$ cat src/hdl/lst_pkg.sv
`timescale 1ns / 1ps
`default_nettype none
// ----------------------------------------------------------------------------
// lst_pkg
// Shared types and constants for the sighting table: the stored entry, the
// search token that walks the row of cells and the update command.
// ----------------------------------------------------------------------------
package lst_pkg;

  localparam int unsigned KeyW    = 48;
  localparam int unsigned CountW  = 16;
  localparam int unsigned StrW    = 8;
  localparam int unsigned TimeW   = 32;
  localparam int unsigned HeldW   = 6;

  localparam logic [CountW-1:0] CountMax = '1;

  typedef struct packed {
    logic [KeyW-1:0]   key;
    logic [CountW-1:0] count;
    logic [StrW-1:0]   strength;
    logic [TimeW-1:0]  first_time;
    logic [TimeW-1:0]  last_time;
  } entry_t;

  // Search token: the first matching entry and the oldest valid entry so far.
  typedef struct packed {
    logic              found;
    logic [CountW-1:0] count;
    logic [StrW-1:0]   strength;
    logic [TimeW-1:0]  first_time;
    logic [TimeW-1:0]  last_time;
    logic              min_set;
    logic [TimeW-1:0]  min_time;
  } token_t;

  typedef enum logic [1:0] {
    UPD_NONE   = 2'd0,
    UPD_HIT    = 2'd1,
    UPD_APPEND = 2'd2,
    UPD_EVICT  = 2'd3
  } upd_op_e;

  typedef struct packed {
    upd_op_e          op;
    logic [KeyW-1:0]  key;
    logic [StrW-1:0]  strength;
    logic [TimeW-1:0] now;
  } cmd_t;

endpackage
`default_nettype wire

$ cat src/hdl/lst_cell.sv
`timescale 1ns / 1ps
`default_nettype none
// ----------------------------------------------------------------------------
// lst_cell
// One table entry. Passes the search token on to the next cell each cycle
// and applies the broadcast update command to its own entry.
// ----------------------------------------------------------------------------
module lst_cell #(
  parameter int unsigned IDX  = 0,
  parameter int unsigned IW   = 5,
  parameter int unsigned CW   = 6,
  parameter bit          LAST = 1'b0
) (
  input  wire                    clk_i,
  input  wire [CW-1:0]           count_i,
  input  wire [lst_pkg::KeyW-1:0] key_i,
  input  lst_pkg::token_t        tok_i,
  input  wire [IW-1:0]           hit_idx_i,
  input  wire [IW-1:0]           min_idx_i,
  output lst_pkg::token_t        tok_o,
  output logic [IW-1:0]          hit_idx_o,
  output logic [IW-1:0]          min_idx_o,
  input  lst_pkg::cmd_t          cmd_i,
  input  wire [IW-1:0]           tgt_i,
  input  lst_pkg::entry_t        next_i,
  output lst_pkg::entry_t        entry_o
);
  import lst_pkg::*;

  localparam logic [IW-1:0] MyIdx = IW'(IDX);

  entry_t      entry_q, entry_d;
  token_t      tok_q, tok_d;
  logic [IW-1:0] hit_idx_q, hit_idx_d, min_idx_q, min_idx_d;
  logic        valid, match;

  assign valid = count_i > CW'(IDX);
  assign match = valid && (entry_q.key == key_i);

  always_comb begin
    tok_d     = tok_i;
    hit_idx_d = hit_idx_i;
    min_idx_d = min_idx_i;
    if (!tok_i.found && match) begin
      tok_d.found      = 1'b1;
      tok_d.count      = entry_q.count;
      tok_d.strength   = entry_q.strength;
      tok_d.first_time = entry_q.first_time;
      tok_d.last_time  = entry_q.last_time;
      hit_idx_d        = MyIdx;
    end
    // Strictly smaller only, so ties stay with the lower position.
    if (valid && (!tok_i.min_set || entry_q.last_time < tok_i.min_time)) begin
      tok_d.min_set  = 1'b1;
      tok_d.min_time = entry_q.last_time;
      min_idx_d      = MyIdx;
    end
  end

  always_ff @(posedge clk_i) begin
    tok_q     <= tok_d;
    hit_idx_q <= hit_idx_d;
    min_idx_q <= min_idx_d;
  end

  always_comb begin
    entry_d = entry_q;
    unique case (cmd_i.op)
      UPD_HIT: begin
        if (tgt_i == MyIdx) begin
          if (entry_q.count != CountMax) entry_d.count = entry_q.count + 1'b1;
          entry_d.last_time = cmd_i.now;
          if ($signed(cmd_i.strength) > $signed(entry_q.strength)) begin
            entry_d.strength = cmd_i.strength;
          end
        end
      end
      UPD_APPEND: begin
        if (tgt_i == MyIdx) begin
          entry_d = '{key: cmd_i.key, count: CountW'(1), strength: cmd_i.strength,
                      first_time: cmd_i.now, last_time: cmd_i.now};
        end
      end
      UPD_EVICT: begin
        // Entries above the evicted one move down; the new one lands at the end.
        if (LAST) begin
          entry_d = '{key: cmd_i.key, count: CountW'(1), strength: cmd_i.strength,
                      first_time: cmd_i.now, last_time: cmd_i.now};
        end else if (MyIdx >= tgt_i) begin
          entry_d = next_i;
        end
      end
      default: entry_d = entry_q;
    endcase
  end

  always_ff @(posedge clk_i) begin
    entry_q <= entry_d;
  end

  assign tok_o     = tok_q;
  assign hit_idx_o = hit_idx_q;
  assign min_idx_o = min_idx_q;
  assign entry_o   = entry_q;

endmodule
`default_nettype wire

$ cat config.mk
export PLATFORM = sky130hd
export DESIGN_NAME = lst_cell
export DESIGN_NICKNAME = d
export VERILOG_FILES = /design/src/hdl/lst_pkg.sv /design/src/hdl/lst_cell.sv
export SDC_FILE = /design/constraint.sdc
export NUM_CORES = 1
export LEC_CHECK = 0
export BUFFER_PORTS_ARGS = -buffer_cell sky130_fd_sc_hd__buf_2
export CAP_MARGIN = 25
export CORE_AREA = 2 2 269 271
export DETAILED_ROUTE_END_ITERATION = 16
export DIE_AREA = 0 0 271 273
export MAX_ROUTING_LAYER = met4
export PLACE_DENSITY = 0.38
export SYNTH_ARGS = -nofsm -noshare
export SYNTH_HDL_FRONTEND = slang
export SYNTH_SLANG_ARGS = --single-unit
$ cat constraint.sdc
create_clock -name clk_i -period 8.9 [get_ports clk_i]
set_input_delay 2.225 -clock clk_i [delete_from_list [all_inputs] [get_ports clk_i]]
set_output_delay 2.225 -clock clk_i [all_outputs]
set_load 0.1 [all_outputs]
==> flow_summary.toml <==
[outcome]
status = "finished clean"

[sta]
setup_violations = 0
fmax_mhz = 223.7
rsz0062_at_grt = "false"
period_share_pct = 50.24
finalHoldViolations = 0
slew_headroom_pct = 46.65
slew_viol_final = 0
post-route-min-period_ps = 4471
hold_ws_ps = 477.3
worst_pin_slew_ps = 800.3
clock_skew_ps = 14.50
setup_tns_ps = 0

[synthesis]
synth_cell_type_count = 38
synth_nets = 1521
ys_seq_area_share_pct = 57.97
netlist.area_leader.share_pct = 35.20
synth_top_cell_by_area = "edfxtp_1"
synthTopCellsByArea = "edfxtp_1, dfxtp_1, nand2_1, mux2_2, mux2_1"
synth_cells = 1063
synth_edf_count = 136
synthesis.area_per_instance_sq_um = 10.92
synthFlopType = "edfxtp_1"
synth-seq-cells = 268
syn_area_sq_mm = 0.01160
ys.warnings.count = 0
async_flop_share_pct = 0

[clock_network]
postCtsSetupRepairBufs = 0
cts_resized = 0
cts_sinks = 268
cts_tree = "done"
clk_pin_slew_worst_paths_ps = 50
clock_latency_ps = 530
clockBufferDepth = 3
root_buffer = "clkbuf_16"
hold_buffers = 0
numCtsBuffers = 35
cts_max_level = 2

[setup_path]
path_depth = 10
cp.arrival_ps = 4880
critPathMostFrequentCell = "o21ai_0"
cp_data_required_time_ps = 9310
worstRegToRegCells = 8
crit_chain = "buf_2, inv_1, ha_1, a211oi_1, o21ai_0, a21oi_1, o21ai_0, a22oi_4, buf_4, mux2_2"
crit_family = "compound AO/OA/AOI/OAI gates"
r2r_slack_ps = 5760
worstSetupPathType = "in -> reg"
endpoint = "tok_o[2]"
critPathSlowestCell = "a22oi_4"
path_max_fanout = 21
rr_endpoint = "tok_o[2]"
cp-startpoint = "tok_i[2]"
start_kind = "primary input"
critPathMaxStageDelay_ps = 550
rr_startpoint = "entry_o[2]"
cp_num_buf_inv = 3
cp-end-kind = "register"

[global_route]
grt_max_degree = 70
overflow = 0
grt_pass1_vias = 10770
grt.total_usage_pct = 13.16
grt_pass1_wl_um = 70200
antenna_found_initial = 8

[power_and_ir_drop]
pwr-share-comb_pct = 17.3
power.density_mw_per_mm2 = 196.7
leakage_nw = 8.099
intPower_mw = 2.383
switchingPower_mw = 1.024
switching_share_pct = 30.05
irDropWorstVdd_uv = 107.7
clkPwrFrac_pct = 42.8
power_frac_seq_pct = 39.9

[final_layout]
fillers = 7820
layout-drive-gt1-share_pct = 46.38
nets = 2215
area_growth_pct = 49.30

[route]
via_per_inst = 3.781
drtIter0Drc = 291
antenna_left = 0
routed_wl_um = 49490
vias = 10360
dr.pass1.iters = 4
avgRoutedWirePerCell_um = 18.06
drc = 0

[job]
maxCapViolCount = 0

[die]
initial_core_util_pct = 16.34
io_pins = 686
core_area_sq_mm = 0.07100
rows = 98
die_area_sq_mm = 0.07398
die_y_um = 273
dieWidth_um = 271

[placement]
io_buffers = 685
gp_congestion = 0.8691
dp_hpwl_um = 40220

[min_path]
holdPathStages = 1
hold_path.class = "reg -> reg"
metrics by stage:
step / setup WS (ps) / total power [mW] / std cells / util [%] / cell area (sq um)
finish: 4429 / 3.407 / 2740 / 24.40 / 17320
global route: 4216 / 3.551 / 2738 / 24.39 / 17320
CTS: 4296 / 3.478 / 2733 / 24.38 / 17310
detailed placement: 3690 / 1.983 / 2670 / 22.71 / 16130
global placement: 3764 / 1.980 / 2669 / 22.69 / 16110
floorplan: 2121 / 1.792 / 1063 / - / 11610
how the worst min path moves through the flow:
stage                startpoint          end  slack (ps)
detailed placement  entry_o[49]    tok_o[82]         470
CTS                 entry_o[49]    tok_o[82]         480
global route        entry_o[37]    tok_o[70]         510
floorplan           entry_o[72]  entry_o[72]        1160
global placement    entry_o[49]    tok_o[82]         460
finish              entry_o[49]    tok_o[82]         480
power groups by stage:
stage / clock network, mW / logic [mW] / registers (mW)
5_1_grt: 1.56 / 0.627 / 1.36
3_5_place_dp: 0 / 0.596 / 1.39
2_1_floorplan: 0 / 0.119 / 1.67
4_1_cts: 1.52 / 0.597 / 1.36
3_3_place_gp: 0 / 0.593 / 1.39
6_report: 1.46 / 0.589 / 1.36
flip-flops by register name (all words and copies together), names as in the netlist:
name / flops
hit_idx_o: 5
entry_o: 136
min_idx_o: 5
tok_o: 122
final cells by class:
| type | count | area, sq um | share of cell area (%) |
|---|---|---|---|
| timing repair buffer | 696 | 3523 | 20.34 |
| multi-input combinational | 708 | 4507 | 26.01 |
| inverter | 48 | 180.2 | 1.040 |
| antenna | 7 | 17.52 | 0.1011 |
| clock inverter | 12 | 121.4 | 0.7006 |
| sequential | 268 | 6726 | 38.83 |
| clock buffer | 51 | 1060 | 6.117 |
| tap | 950 | 1189 | 6.861 |
routing by layer:
layer | GRT usage, % | vias up | wire length [um]
met5 | - | - | 0
met4 | 3.882 | 0 | 1120
met3 | 3.532 | 56 | 3559
met2 | 22.90 | 424 | 24720
met1 | 14.71 | 4868 | 20090
li1 | - | 5011 | -
kinds of logic (layout without fill, tap and decap cells):
family / count (synthesis) / after routing / synth area share [%]
AO/OA/AOI/OAI: 59 / 59 / 3.073
XOR/XNOR: 57 / 57 / 4.302
multiplexers: 120 / 120 / 11.65
other: 0 / 7 / 0
adder cells (fa/ha/maj): 40 / 40 / 4.313
buffers and inverters: 87 / 807 / 3.429
flip-flops: 268 / 268 / 57.97
AND/OR/NAND/NOR: 432 / 432 / 15.27
synth_stat cells (2+ instances only):
library cell,number
nor4_1,8
buf_4,2
nand2b_1,3
nor3_1,7
a211oi_1,3
nand4_1,15
xnor2_1,30
ha_1,40
dfxtp_1,132
mux2_1,54
nand2_1,354
or4_1,2
buf_6,8
xor2_1,27
a21oi_1,17
mux2_2,66
clkbuf_1,23
a22o_1,3
nor2b_1,6
buf_2,3
inv_1,48
and2_1,6
edfxtp_1,136
and3_1,7
o21ai_0,26
o22ai_1,3
nor2_1,12
nand3_1,10
buf_1,3
cells in the final DEF, fill, tap and decap left out, drive strengths merged, types with 3 or more instances in the layout:
master / count
mux2: 120
nand4: 15
a22o: 3
nor3: 8
inv: 50
clkinv: 7
and2: 6
ha: 40
o22ai: 3
diode: 7
nor4: 8
xnor2: 30
clkbuf: 51
nor2b: 6
o21ai: 26
nor2: 12
xor2: 27
nand2b: 3
a211oi: 3
nand2: 354
buf: 696
dfxtp: 132
a21oi: 17
edfxtp: 136
and3: 7
nand3: 10
(Power assumes the default switching activity.)
